File: src/hdl/assert_macros.svh
// Assertion macros shared by the console RTL
`ifndef ASSERT_MACROS_SVH
`define ASSERT_MACROS_SVH

// condition holds at every clock edge out of reset
`define ASSERT_ALWAYS(label, clk, rst_n, cond, msg) \
    label: assert property (@(posedge clk) disable iff (!rst_n) (cond)) else $error(msg);

// antecedent implies consequent in the same cycle
`define ASSERT_IMPLIES(label, clk, rst_n, ante, cons, msg) \
    label: assert property (@(posedge clk) disable iff (!rst_n) (ante) |-> (cons)) \
        else $error(msg);

// antecedent implies consequent in the next cycle
`define ASSERT_NEXT(label, clk, rst_n, ante, cons, msg) \
    label: assert property (@(posedge clk) disable iff (!rst_n) (ante) |=> (cons)) \
        else $error(msg);

`endif

File: src/hdl/tcc_pkg.sv
// Types and constants of the text console cursor engine
package tcc_pkg;

    localparam logic [1:0] FUNC_WRITE = 2'd0;
    localparam logic [1:0] FUNC_FLUSH = 2'd1;
    localparam logic [1:0] FUNC_CLEAR = 2'd2;

    localparam logic [7:0] CH_NEWLINE = 8'd10;
    localparam logic [7:0] CH_TAB     = 8'd9;
    localparam logic [7:0] ATTR_RESET = 8'd7;

    // ring holds a full pending buffer plus one full buffer still being drained
    localparam int STORE_DEPTH = 128;
    localparam int PTR_W       = 7;
    localparam int CNT_W       = 7;
    localparam int CMDQ_DEPTH  = 2;
    localparam int OUT_DEPTH   = 4;

    localparam logic CMD_DRAIN = 1'b0;
    localparam logic CMD_CLEAR = 1'b1;

    typedef struct packed {
        logic [1:0] func;
        logic [7:0] char_code;
    } in_item_t;

    typedef struct packed {
        logic        cell_write;
        logic [10:0] cell_address;
        logic [15:0] cell_data;
        logic        scroll_up;
        logic        clear_all;
        logic [10:0] cursor_position;
        logic        last;
    } out_item_t;

    typedef struct packed {
        logic             kind;
        logic [CNT_W-1:0] count;
    } cmd_t;

    typedef struct packed {
        logic             en;
        logic [PTR_W-1:0] addr;
        logic [15:0]      data;
    } ram_wr_t;

endpackage

File: src/hdl/tcc_ram.sv
// Generic single-write, single-read RAM with registered read data
module tcc_ram #(
    parameter int WIDTH = 16,
    parameter int DEPTH = 64
) (
    input  logic                     clk,
    input  logic                     wr_en,
    input  logic [$clog2(DEPTH)-1:0] wr_addr,
    input  logic [WIDTH-1:0]         wr_data,
    input  logic                     rd_en,
    input  logic [$clog2(DEPTH)-1:0] rd_addr,
    output logic [WIDTH-1:0]         rd_data
);

    logic [WIDTH-1:0] mem [DEPTH];

    always_ff @(posedge clk)
    begin
        if (wr_en)
        begin
            mem[wr_addr] <= wr_data;
        end
        if (rd_en)
        begin
            rd_data <= mem[rd_addr];
        end
    end

endmodule

File: src/hdl/tcc_front.sv
// Front end: takes requests, buffers cells in the ring and issues drain/clear commands
`include "assert_macros.svh"

module tcc_front
    import tcc_pkg::*;
#(
    parameter int BUFFER_DEPTH = 64
) (
    input  logic      clk,
    input  logic      rst_n,
    input  logic      push,
    input  in_item_t  item,
    output logic      full,
    input  logic      cfg_valid,
    input  logic [7:0] cfg_data,
    output ram_wr_t   ram_wr,
    output logic      cmd_push,
    output cmd_t      cmd,
    input  logic      cmd_full,
    input  logic      cell_freed
);

    logic [CNT_W-1:0] count_reg, count_next;
    logic [PTR_W-1:0] wr_ptr_reg;
    logic [PTR_W:0]   used_reg, used_next;
    logic [7:0]       attr_reg;
    logic             accept;

    assign full   = (used_reg == (PTR_W+1)'(STORE_DEPTH)) || cmd_full;
    assign accept = push && !full;

    always_comb
    begin
        count_next   = count_reg;
        ram_wr.en    = 1'b0;
        ram_wr.addr  = wr_ptr_reg;
        ram_wr.data  = {attr_reg, item.char_code};
        cmd_push     = 1'b0;
        cmd.kind     = CMD_DRAIN;
        cmd.count    = count_reg;
        if (accept)
        begin
            unique case (item.func)
                FUNC_WRITE:
                begin
                    ram_wr.en = 1'b1;
                    if (count_reg < CNT_W'(BUFFER_DEPTH))
                    begin
                        if (item.char_code == CH_NEWLINE)
                        begin
                            cmd_push   = 1'b1;
                            cmd.count  = count_reg + 1'b1;
                            count_next = '0;
                        end
                        else
                        begin
                            count_next = count_reg + 1'b1;
                        end
                    end
                    else
                    begin
                        cmd_push   = 1'b1;
                        count_next = CNT_W'(1);
                    end
                end
                FUNC_FLUSH:
                begin
                    cmd_push   = (count_reg != '0);
                    count_next = '0;
                end
                FUNC_CLEAR:
                begin
                    cmd_push = 1'b1;
                    cmd.kind = CMD_CLEAR;
                end
                default:
                begin
                end
            endcase
        end
    end

    assign used_next = used_reg + (PTR_W+1)'(ram_wr.en) - (PTR_W+1)'(cell_freed);

    always_ff @(posedge clk or negedge rst_n)
    begin
        if (!rst_n)
        begin
            count_reg  <= '0;
            wr_ptr_reg <= '0;
            used_reg   <= '0;
            attr_reg   <= ATTR_RESET;
        end
        else
        begin
            count_reg <= count_next;
            used_reg  <= used_next;
            if (ram_wr.en)
            begin
                wr_ptr_reg <= wr_ptr_reg + 1'b1;
            end
            if (cfg_valid)
            begin
                attr_reg <= cfg_data;
            end
        end
    end

    `ASSERT_ALWAYS(a_ring_bound, clk, rst_n, used_reg <= (PTR_W+1)'(STORE_DEPTH), "ring overflow")
    `ASSERT_IMPLIES(a_pending_in_ring, clk, rst_n, count_reg != '0, (PTR_W+1)'(count_reg) <= used_reg, "buffered cells missing from ring")

endmodule

File: src/hdl/tcc_cmd_fifo.sv
// Short command queue between front and back ends
module tcc_cmd_fifo
    import tcc_pkg::*;
(
    input  logic clk,
    input  logic rst_n,
    input  logic wr_en,
    input  cmd_t wr_cmd,
    output logic full,
    input  logic rd_en,
    output cmd_t rd_cmd,
    output logic empty
);

    localparam int AW = $clog2(CMDQ_DEPTH);
    localparam int CW = $clog2(CMDQ_DEPTH + 1);

    cmd_t          q_reg [CMDQ_DEPTH];
    logic [AW-1:0] wr_ptr_reg, rd_ptr_reg;
    logic [CW-1:0] cnt_reg;

    assign full   = (cnt_reg == CW'(CMDQ_DEPTH));
    assign empty  = (cnt_reg == '0);
    assign rd_cmd = q_reg[rd_ptr_reg];

    always_ff @(posedge clk)
    begin
        if (wr_en)
        begin
            q_reg[wr_ptr_reg] <= wr_cmd;
        end
    end

    always_ff @(posedge clk or negedge rst_n)
    begin
        if (!rst_n)
        begin
            wr_ptr_reg <= '0;
            rd_ptr_reg <= '0;
            cnt_reg    <= '0;
        end
        else
        begin
            if (wr_en)
            begin
                wr_ptr_reg <= (wr_ptr_reg == AW'(CMDQ_DEPTH - 1)) ? '0 : wr_ptr_reg + 1'b1;
            end
            if (rd_en)
            begin
                rd_ptr_reg <= (rd_ptr_reg == AW'(CMDQ_DEPTH - 1)) ? '0 : rd_ptr_reg + 1'b1;
            end
            cnt_reg <= cnt_reg + CW'(wr_en) - CW'(rd_en);
        end
    end

endmodule

File: src/hdl/tcc_back.sv
// Back end: reads drained cells, tracks the cursor and queues results
`include "assert_macros.svh"

module tcc_back
    import tcc_pkg::*;
#(
    parameter int COLUMNS  = 80,
    parameter int ROWS     = 25,
    parameter int TAB_STEP = 8
) (
    input  logic             clk,
    input  logic             rst_n,
    input  cmd_t             cmd,
    input  logic             cmd_empty,
    output logic             cmd_pop,
    output logic             ram_rd,
    output logic [PTR_W-1:0] ram_addr,
    input  logic [15:0]      ram_data,
    output logic             empty,
    input  logic             pop,
    output out_item_t        result
);

    localparam int COL_W  = $clog2(COLUMNS);
    localparam int ROW_W  = $clog2(ROWS);
    localparam int PH_W   = $clog2(TAB_STEP);
    localparam int NC_W   = $clog2(COLUMNS + TAB_STEP);
    localparam int POS_W  = $clog2(ROWS * COLUMNS + 1);
    localparam int OA_W   = $clog2(OUT_DEPTH);
    localparam int OC_W   = $clog2(OUT_DEPTH + 1);
    localparam logic [POS_W-1:0] LAST_ROW_POS = POS_W'((ROWS - 1) * COLUMNS);

    logic             active_reg, active_next;
    logic [CNT_W-1:0] remain_reg, remain_next;
    logic [PTR_W-1:0] rd_ptr_reg;
    logic             s1_valid_reg, s1_valid_next;
    logic             s1_clear_reg, s1_clear_next;
    logic             s1_last_reg, s1_last_next;

    logic [ROW_W-1:0] row_reg, row_next;
    logic [COL_W-1:0] col_reg, col_next;
    logic [PH_W-1:0]  phase_reg, phase_next;
    logic [POS_W-1:0] pos_reg, pos_next;

    out_item_t        oq_reg [OUT_DEPTH];
    logic [OA_W-1:0]  oq_wr_reg, oq_rd_reg;
    logic [OC_W-1:0]  oq_cnt_reg;
    logic             issue_ok;
    logic             oq_pop;
    out_item_t        res;

    logic [NC_W-1:0]  tab_col;
    logic             wrap_row;
    logic [7:0]       ch;

    assign issue_ok = (oq_cnt_reg + OC_W'(s1_valid_reg)) < OC_W'(OUT_DEPTH);
    assign ram_addr = rd_ptr_reg;

    always_comb
    begin
        cmd_pop       = 1'b0;
        ram_rd        = 1'b0;
        active_next   = active_reg;
        remain_next   = remain_reg;
        s1_valid_next = 1'b0;
        s1_clear_next = 1'b0;
        s1_last_next  = 1'b0;
        if (issue_ok)
        begin
            if (active_reg)
            begin
                ram_rd        = 1'b1;
                s1_valid_next = 1'b1;
                s1_last_next  = (remain_reg == CNT_W'(1));
                remain_next   = remain_reg - 1'b1;
                active_next   = (remain_reg != CNT_W'(1));
            end
            else if (!cmd_empty)
            begin
                cmd_pop = 1'b1;
                if (cmd.kind == CMD_CLEAR)
                begin
                    s1_valid_next = 1'b1;
                    s1_clear_next = 1'b1;
                    s1_last_next  = 1'b1;
                end
                else
                begin
                    active_next = 1'b1;
                    remain_next = cmd.count;
                end
            end
        end
    end

    // cell placement
    assign ch      = ram_data[7:0];
    assign tab_col = NC_W'(col_reg) - NC_W'(phase_reg) + NC_W'(TAB_STEP);

    always_comb
    begin
        row_next   = row_reg;
        col_next   = col_reg;
        phase_next = phase_reg;
        pos_next   = pos_reg;
        wrap_row   = 1'b0;
        res        = '0;
        if (s1_clear_reg)
        begin
            row_next      = '0;
            col_next      = '0;
            phase_next    = '0;
            pos_next      = '0;
            res.clear_all = 1'b1;
        end
        else
        begin
            if (ch == CH_NEWLINE)
            begin
                wrap_row = 1'b1;
            end
            else if (ch == CH_TAB)
            begin
                if (tab_col >= NC_W'(COLUMNS))
                begin
                    wrap_row = 1'b1;
                end
                else
                begin
                    col_next   = COL_W'(tab_col);
                    phase_next = '0;
                    pos_next   = pos_reg + POS_W'(TAB_STEP) - POS_W'(phase_reg);
                end
            end
            else
            begin
                res.cell_write   = 1'b1;
                res.cell_address = 11'(pos_reg);
                res.cell_data    = ram_data;
                if (col_reg == COL_W'(COLUMNS - 1))
                begin
                    wrap_row = 1'b1;
                end
                else
                begin
                    col_next   = col_reg + 1'b1;
                    phase_next = (phase_reg == PH_W'(TAB_STEP - 1)) ? '0 : phase_reg + 1'b1;
                    pos_next   = pos_reg + 1'b1;
                end
            end
            if (wrap_row)
            begin
                col_next   = '0;
                phase_next = '0;
                if (row_reg == ROW_W'(ROWS - 1))
                begin
                    res.scroll_up = 1'b1;
                    pos_next      = LAST_ROW_POS;
                end
                else
                begin
                    row_next = row_reg + 1'b1;
                    pos_next = pos_reg - POS_W'(col_reg) + POS_W'(COLUMNS);
                end
            end
        end
        res.cursor_position = 11'(pos_next);
        res.last            = s1_last_reg;
    end

    // result queue
    assign empty  = (oq_cnt_reg == '0);
    assign result = oq_reg[oq_rd_reg];
    assign oq_pop = pop && !empty;

    always_ff @(posedge clk)
    begin
        if (s1_valid_reg)
        begin
            oq_reg[oq_wr_reg] <= res;
        end
    end

    always_ff @(posedge clk or negedge rst_n)
    begin
        if (!rst_n)
        begin
            active_reg   <= 1'b0;
            remain_reg   <= '0;
            rd_ptr_reg   <= '0;
            s1_valid_reg <= 1'b0;
            s1_clear_reg <= 1'b0;
            s1_last_reg  <= 1'b0;
            row_reg      <= '0;
            col_reg      <= '0;
            phase_reg    <= '0;
            pos_reg      <= '0;
            oq_wr_reg    <= '0;
            oq_rd_reg    <= '0;
            oq_cnt_reg   <= '0;
        end
        else
        begin
            active_reg   <= active_next;
            remain_reg   <= remain_next;
            s1_valid_reg <= s1_valid_next;
            s1_clear_reg <= s1_clear_next;
            s1_last_reg  <= s1_last_next;
            if (ram_rd)
            begin
                rd_ptr_reg <= rd_ptr_reg + 1'b1;
            end
            if (s1_valid_reg)
            begin
                row_reg   <= row_next;
                col_reg   <= col_next;
                phase_reg <= phase_next;
                pos_reg   <= pos_next;
                oq_wr_reg <= (oq_wr_reg == OA_W'(OUT_DEPTH - 1)) ? '0 : oq_wr_reg + 1'b1;
            end
            if (oq_pop)
            begin
                oq_rd_reg <= (oq_rd_reg == OA_W'(OUT_DEPTH - 1)) ? '0 : oq_rd_reg + 1'b1;
            end
            oq_cnt_reg <= oq_cnt_reg + OC_W'(s1_valid_reg) - OC_W'(oq_pop);
        end
    end

    `ASSERT_ALWAYS(a_oq_bound, clk, rst_n, oq_cnt_reg <= OC_W'(OUT_DEPTH), "result queue overflow")
    `ASSERT_IMPLIES(a_active_remain, clk, rst_n, active_reg, remain_reg != '0, "drain active with nothing left")
    `ASSERT_NEXT(a_last_ends_drain, clk, rst_n, ram_rd && s1_last_next, !active_reg, "drain continues past last cell")

endmodule

File: src/hdl/text_console_cursor_engine_core.sv
// Top level of the buffered text console cursor engine
//
// Request channel: item (func, char_code) is taken when push is high and
// full is low. Writes are buffered with the current attribute and give no
// result until a newline, a write to a full buffer, or a flush drains them.
// Clear screen gives a single result and leaves the buffer as it is.
// Attribute register: cfg_data is written when cfg_valid and cfg_ready are
// high; cfg_ready is always high. Write it only while the block is idle.
// Result channel: the oldest result sits on result while empty is low and
// leaves on a clock edge with pop high. last marks the final result of a
// request. A drain passes the command queue, ring read and result queue;
// then one cell per cycle while the result queue has room, set by the single
// read port of the 128-entry cell ring. Buffering takes one request a cycle
// until full, which rises when the ring holds 128 cells or the command queue
// is full; a stalled result side fills the four-entry result queue and stops
// the back end, then the ring and command queue, then the request side.
// Reset empties the buffer, homes the cursor and sets the attribute to 7.
module text_console_cursor_engine_core
    import tcc_pkg::*;
#(
    parameter int COLUMNS      = 80,
    parameter int ROWS         = 25,
    parameter int TAB_STEP     = 8,
    parameter int BUFFER_DEPTH = 64
) (
    input  logic       clk,
    input  logic       rst_n,
    input  logic       push,
    input  in_item_t   item,
    output logic       full,
    output logic       empty,
    input  logic       pop,
    output out_item_t  result,
    input  logic       cfg_valid,
    output logic       cfg_ready,
    input  logic [7:0] cfg_data
);

    ram_wr_t          ram_wr;
    logic             cmd_push, cmd_full, cmd_pop, cmd_empty;
    cmd_t             cmd_in, cmd_out;
    logic             ram_rd;
    logic [PTR_W-1:0] ram_rd_addr;
    logic [15:0]      ram_rd_data;

    assign cfg_ready = 1'b1;

    tcc_front #(
        .BUFFER_DEPTH(BUFFER_DEPTH)
    ) u_front (
        .clk       (clk),
        .rst_n     (rst_n),
        .push      (push),
        .item      (item),
        .full      (full),
        .cfg_valid (cfg_valid && cfg_ready),
        .cfg_data  (cfg_data),
        .ram_wr    (ram_wr),
        .cmd_push  (cmd_push),
        .cmd       (cmd_in),
        .cmd_full  (cmd_full),
        .cell_freed(ram_rd)
    );

    tcc_ram #(
        .WIDTH(16),
        .DEPTH(STORE_DEPTH)
    ) u_ring (
        .clk    (clk),
        .wr_en  (ram_wr.en),
        .wr_addr(ram_wr.addr),
        .wr_data(ram_wr.data),
        .rd_en  (ram_rd),
        .rd_addr(ram_rd_addr),
        .rd_data(ram_rd_data)
    );

    tcc_cmd_fifo u_cmdq (
        .clk   (clk),
        .rst_n (rst_n),
        .wr_en (cmd_push),
        .wr_cmd(cmd_in),
        .full  (cmd_full),
        .rd_en (cmd_pop),
        .rd_cmd(cmd_out),
        .empty (cmd_empty)
    );

    tcc_back #(
        .COLUMNS (COLUMNS),
        .ROWS    (ROWS),
        .TAB_STEP(TAB_STEP)
    ) u_back (
        .clk      (clk),
        .rst_n    (rst_n),
        .cmd      (cmd_out),
        .cmd_empty(cmd_empty),
        .cmd_pop  (cmd_pop),
        .ram_rd   (ram_rd),
        .ram_addr (ram_rd_addr),
        .ram_data (ram_rd_data),
        .empty    (empty),
        .pop      (pop),
        .result   (result)
    );

endmodule

File: config.mk
export PLATFORM = sky130hd
export DESIGN_NAME = text_console_cursor_engine_core
export DESIGN_NICKNAME = d
export VERILOG_FILES = /design/src/hdl/tcc_pkg.sv /design/src/hdl/tcc_ram.sv /design/src/hdl/tcc_front.sv /design/src/hdl/tcc_cmd_fifo.sv /design/src/hdl/tcc_back.sv /design/src/hdl/text_console_cursor_engine_core.sv
export VERILOG_INCLUDE_DIRS = /design/src /design/src/hdl
export SDC_FILE = /design/constraint.sdc
export NUM_CORES = 2
export LEC_CHECK = 0
export BUFFER_PORTS_ARGS = -buffer_cell sky130_fd_sc_hd__buf_2
export CORE_MARGIN = 2
export CORE_UTILIZATION = 40
export DETAILED_ROUTE_END_ITERATION = 10
export PLACE_DENSITY_LB_ADDON = 0.08
export SLEW_MARGIN = 20
export SYNTH_ARGS = -nofsm -noshare
export SYNTH_HDL_FRONTEND = slang
export SYNTH_HIERARCHICAL = 1
export SYNTH_SLANG_ARGS = --single-unit
File: constraint.sdc
create_clock -name clk -period 3.4 [get_ports clk]
set_clock_uncertainty 0.05 [all_clocks]
set_input_delay 0.51 -clock clk [delete_from_list [all_inputs] [get_ports clk]]
set_output_delay 0.51 -clock clk [all_outputs]
set_load 0.02 [all_outputs]
# Yosys cells after proc, flatten, opt, wreduce, memory -nomap -nowiden
# Memories as Yosys holds them, arrays and structs flattened. A register that Yosys moved wholly into a read port is not among the register bits.
# Index checks and enable logic that the tools add are counted.
# W data, S select, Z words.
[word_totals]
output_inout_bits = 45
ramBits = 2232
inputBits = 23
regBits = 85
elab_cells = 162
n_memories = 3
[memory_table]
columns = ["name", "depth", "width", "read_ports", "rd_clocked_by_memory_dff", "write_ports", "line", "source"]
rows = [
  ["u_ring.mem", 128, 16, 1, 1, 1, "tcc_ram.sv:15", "logic [WIDTH-1:0] mem [DEPTH];"],
  ["u_back.oq_reg", 4, 42, 1, 0, 1, "tcc_back.sv:45", "out_item_t oq_reg [OUT_DEPTH];"],
  ["u_cmdq.q_reg", 2, 8, 1, 0, 1, "tcc_cmd_fifo.sv:18", "cmd_t q_reg [CMDQ_DEPTH];"],
]
[classes]
magnitude_cmp = 3
eq_ne = 20
reduce_logical = 15
n_mux = 77
n_addsub = 24
[ops]
columns = ["operator", "n"]
rows = [
  ["$mux W7", 14],
  ["$mux W11", 7],
  ["$mux W28", 2],
  ["$mux W1", 38],
  ["$mux W29", 1],
  ["$add A7 B1 Y7 const B", 4],
  ["$eq A8 B4 Y1 const B", 3],
  ["$mux W3", 7],
  ["$mux W5", 3],
  ["$pmux W7 S2", 1],
  ["$add A11 B1 Y11 const B", 1],
  ["$add A11 B4 Y11 const B", 1],
  ["$add A11 B7 Y11 const B", 1],
  ["$sub A11 B3 Y11", 1],
  ["$sub A11 B7 Y11", 1],
  ["$add A8 B1 Y8", 1],
  ["$eq A2 B2 Y1 const B", 4],
  ["$eq A8 B8 Y1 const B", 1],
  ["$mux W8", 1],
  ["$sub A8 B1 Y8", 1],
  ["$add A7 B4 Y7 const B", 1],
  ["$eq A7 B1 Y1 const B", 1],
  ["$eq A7 B7 Y1 const B", 1],
  ["$ge A7 B7 Y1 const B", 1],
  ["33 further kinds", 42],
]

# Logic depth before layout (Yosys ltp)
[logic_depth]
depth_word = 9
ltp_mapped = 14
depth_no_buf = 13

# By module
# Netlist, hierarchy kept.
[modules_own_cells]
columns = ["mod", "n_inst", "area_per_inst_um2", "cells_each"]
rows = [
  ["tcc_ram", 1, 78683.0, 3086],
  ["tcc_back", 1, 10621.4, 751],
  ["tcc_front", 1, 1881.8, 182],
  ["tcc_cmd_fifo", 1, 808.3, 40],
  ["text_console_cursor_engine_core", 1, 11.3, 2],
]

# Least setup slack after synthesis
# Ideal clock, no wire load.
[synth_path]
path_type = "register to register"
start = "reg u_back.s1_valid_reg"
end = "reg u_front.used_reg[7]"
path_stages_with_launch = 13
required_time_ns = 3.222
arrival_time_ns = 3.449
path_buffers = 1
setup_slack_ns = -0.226
path_cell_list = "dfrtp_1 -> ha_1 -> ha_1 -> xnor2_1 -> and2_1 -> clkbuf_1 -> ha_1 -> inv_1 -> ha_1 -> a21o_1 -> a2111oi_0 -> a21oi_1 -> xor2_1"
[synth_between]
elab_chain_len = 4
[synth_rtl]
columns = ["element", "line", "source"]
rows = [
  ["from (decl)", "tcc_back.sv:36", "logic s1_valid_reg, s1_valid_next;"],
  ["from (signal assigned)", "tcc_back.sv:206", "s1_valid_reg <= s1_valid_next;"],
  ["$add A3 B1 Y3", "tcc_back.sv:56", "assign issue_ok = (oq_cnt_reg + OC_W'(s1_valid_reg)) < OC_W'(OUT_DEPTH);"],
  ["$lt A3 B3 Y1", "tcc_back.sv:56", ""],
  ["$mux W1", "tcc_back.sv:68", "if (issue_ok)"],
  ["via ram_rd", "text_console_cursor_engine_core.sv:42", "logic ram_rd;"],
  ["$sub A8 B1 Y8", "tcc_front.sv:83", "assign used_next = used_reg + (PTR_W+1)'(ram_wr.en) - (PTR_W+1)'(cell_freed);"],
  ["via u_front.used_next[7]", "tcc_front.sv:25", "logic [PTR_W:0] used_reg, used_next;"],
  ["to (signal assigned)", "tcc_front.sv:97", "used_reg <= used_next;"],
  ["to (decl)", "tcc_front.sv:25", ""],
]
# The timed path passes the listed nets, and every way through them passes these cells.
# A chain may end at the register's enable or synchronous reset.

==> results.toml <==
[final_layout]
area_delta_synth_final_pct = 18.9
drive_above_1_share_pct = 35.2
seqCellArea_um2 = 69700
fill_cells = 18750
multiInputGateArea_um2 = 21500
final_net_count = 4733
largest_reg_flops = 2048

[route]
met2_length_um = 122000
routedWlPerCell_um = 31.8
firstDrtPassIters = 5
num_vias = 44079
met1_length_um = 108000
top_layer = "met4"
detail_route.wirelength_um = 250000
drt_first_iter_violations = 4108
vias_per_cell = 5.62
wl_met3_um = 16100
drcViolationCount = 0
antenna_left = 0

[clock_network]
cts.clk_slew.worst_paths_ps = 60
clock_latency_ps = 930
cts_buffers = 276
cts_tree = "done"
cts_buffer_depth = 4
root_buffer = "clkbuf_16"
cts_num_sinks = 2333
htree_levels = 5

[die]
core_area_um2 = 229000
dieWidth_um = 484
initial_utilization_pct = 40.1
io_pins = 68
num_rows = 176
die_y_um = 484
die-area_um2 = 234000

[logic_synthesis]
synth.net_count = 4165
synth_compound_area_share_pct = 1.14
yosysSeqAreaShare_pct = 75.7
yosysUniqueCellTypes = 81
ys_ff_latch = 2333
synth_top_area_share_pct = 73.4
synthesis.area_um2 = 92000
synth_fa_ha_area_share_pct = 1.13
synthTopCellsByArea = "edfxtp_1 73%, mux4_2 17%, dfrtp_1 2.2%"
ys.warnings.count = 6
synthArstFlopShare_pct = 3.64
synth_area_per_cell_um2 = 22.7
synth_edf_count = 2248
synth_cells = 4061
synth_top_family_by_area = "multiplexers"
synth_top_flop_cell = "edfxtp_1"
synth_simple_gate_area_share_pct = 2.14
post-synth-top-area-cell = "edfxtp_1"
synth_xor_area_share_pct = 0.530
synth.area.mux_share_pct = 18.1

[global_route]
overflow = 0
track_usage_pct = 21.4
grt_max_degree = 94
grt_pass1_wl_um = 354000
grt_antenna_before_repair = 23
grt_pass1_vias = 45643

[timing]
final-setup-viol-count = 9
fin_tns_setup_ps = -187
finalWorstSetupSlack_ps = -54.7
clock.fmax_mhz = 289
min_period_ps = 3450
slew_viol_final = 0
tightest_slew_ps = 1100
slew_headroom_pct = 26.4
rsz0062_at_grt = "true"
fin_crit_sh_pct = 102
hold_viol_final = 0

[place]
globalplace.congestion = 0.782
io_buffer_count = 66
hpwl_um = 149000

[setup_path]
cp.arrival_ps = 4070
cp-start-kind = "register"
critical_path.max_fanout = 6
critPathCaptureType = "register"
criticalPathCategory = "reg -> reg"
required_ps = 4010

[outcome]
violations = "negative setup slack"
outcome = "complete, but fails checks"

[power_and_ir_drop]
vdd_drop_max_mv = 0.543
power-per-cell-area_nw_per_um2 = 837
power.total_w = 0.0916
static-leakage-power_nw = 35.2

[hold_path]
hold_path_class = "in -> reg"

[job]
maxCapViolCount = 0
[logic make-up (layout without fill, tap and decap cells)]
family	after synthesis	in the layout
AO/OA/AOI/OAI	148	148
XOR/XNOR	54	54
adder cells (fa/ha/maj)	81	81
buffers and inverters	278	1030
flip-flops	2333	2333
multiplexers	762	762
other	1	8
AND/OR/NAND/NOR	404	404
[cell usage in the layout (no fill, tap or decap), types with 21 or more instances in the layout]
master / instances
dfrtp_1: 69
buf_4: 246
edfxtp_1: 2248
buf_2: 57
nor2_2: 59
clkbuf_16: 286
clkinv_2: 38
and2_1: 21
o21ai_0: 29
mux4_2: 714
xnor2_1: 31
buf_12: 149
nor2_1: 104
nand3_1: 40
clkbuf_1: 66
ha_1: 77
mux2_2: 27
inv_1: 68
xor2_1: 22
a21oi_1: 25
clkinv_1: 46
nor3_1: 26
nand2_1: 55
[per-layer routing]
layer | vias to the layer above | track usage [%]
met2 | 1266 | 34.7
met5 | - | 0
met3 | 257 | 4.34
met1 | 24222 | 30.4
met4 | 0 | 3.91
li1 | 18334 | -
[critical path, stage by stage, from the launching register on]
cell	delay, ps
dfrtp_4	540
buf_12	180
buf_12	150
buf_12	130
buf_12	130
buf_4	130
mux4_2	430
mux4_2	590
mux4_2	580
mux2_4	290
[area by class of cell]
class / instances / area share (%)
diodes: 7 / 0.0160
clock buffers: 351 / 6.73
clock inverters: 111 / 0.840
inverters: 68 / 0.233
multi-input cells: 1450 / 19.6
flip-flops and latches: 2333 / 63.7
well taps: 3026 / 3.46
repair buffers: 500 / 5.42
[power breakdown]
group          switching (W)  internal (W)  total, W
Clock                 0.0112        0.0164    0.0276
Combinational         0.0152        0.0141    0.0293
Sequential           0.00130        0.0334    0.0347
Total                 0.0278        0.0639    0.0916
[per-stage QoR]
| step | instance area (um^2) | worst slack (ps) | instances | hold WS (ps) | util, % |
|---|---|---|---|---|---|
| 4_1_cts | 109000 | -51.7 | 7823 | 5.20 | 47.6 |
| 6_report | 109000 | -54.7 | 7846 | 77.0 | 47.7 |
| 2_1_floorplan | 92100 | -192 | 4061 | 164 | - |
| 5_1_grt | 109000 | -80.9 | 7840 | 31.1 | 47.7 |
| 3_3_place_gp | 100000 | -376 | 7315 | 417 | 43.7 |
| 3_5_place_dp | 100000 | -393 | 7315 | 427 | 43.7 |
[final timing paths]
path	startpoint	to	slack, ps	cells past startpoint
worst min register to register	u_cmdq/wr_ptr_reg	u_cmdq/wr_ptr_reg	430	1
worst max register to register	u_back/ram_addr[0]	u_ring/rd_data[7]	-50	9
min in group asynchronous	rst_n	u_back/pos_reg[5]	150	2
max in group asynchronous	rst_n	u_front/attr_reg[2]	2310	3
worst max-delay path	u_back/ram_addr[0]	u_ring/rd_data[7]	-50	9
worst min-delay path	push	u_cmdq/wr_ptr_reg	80	4
[synthesized netlist by cell type (all sizes together) (36+ instances only)]
library cell	instances
buf	101
clkbuf	109
dfrtp	82
edfxtp	2248
ha	77
inv	68
mux2	39
mux4	714
nand2	55
nand3	41
nor2	164
nor3	36
[what timing repair did]
item	in CTS	in global routing
gates cloned	5	2
hold endpoints to repair	55	0
hold buffers	20	0
setup buffers	22	16
setup endpoints to repair	20	53
resized for setup	26	16
pin swaps	0	1
Note: power is estimated with default switching activity, not from simulation.
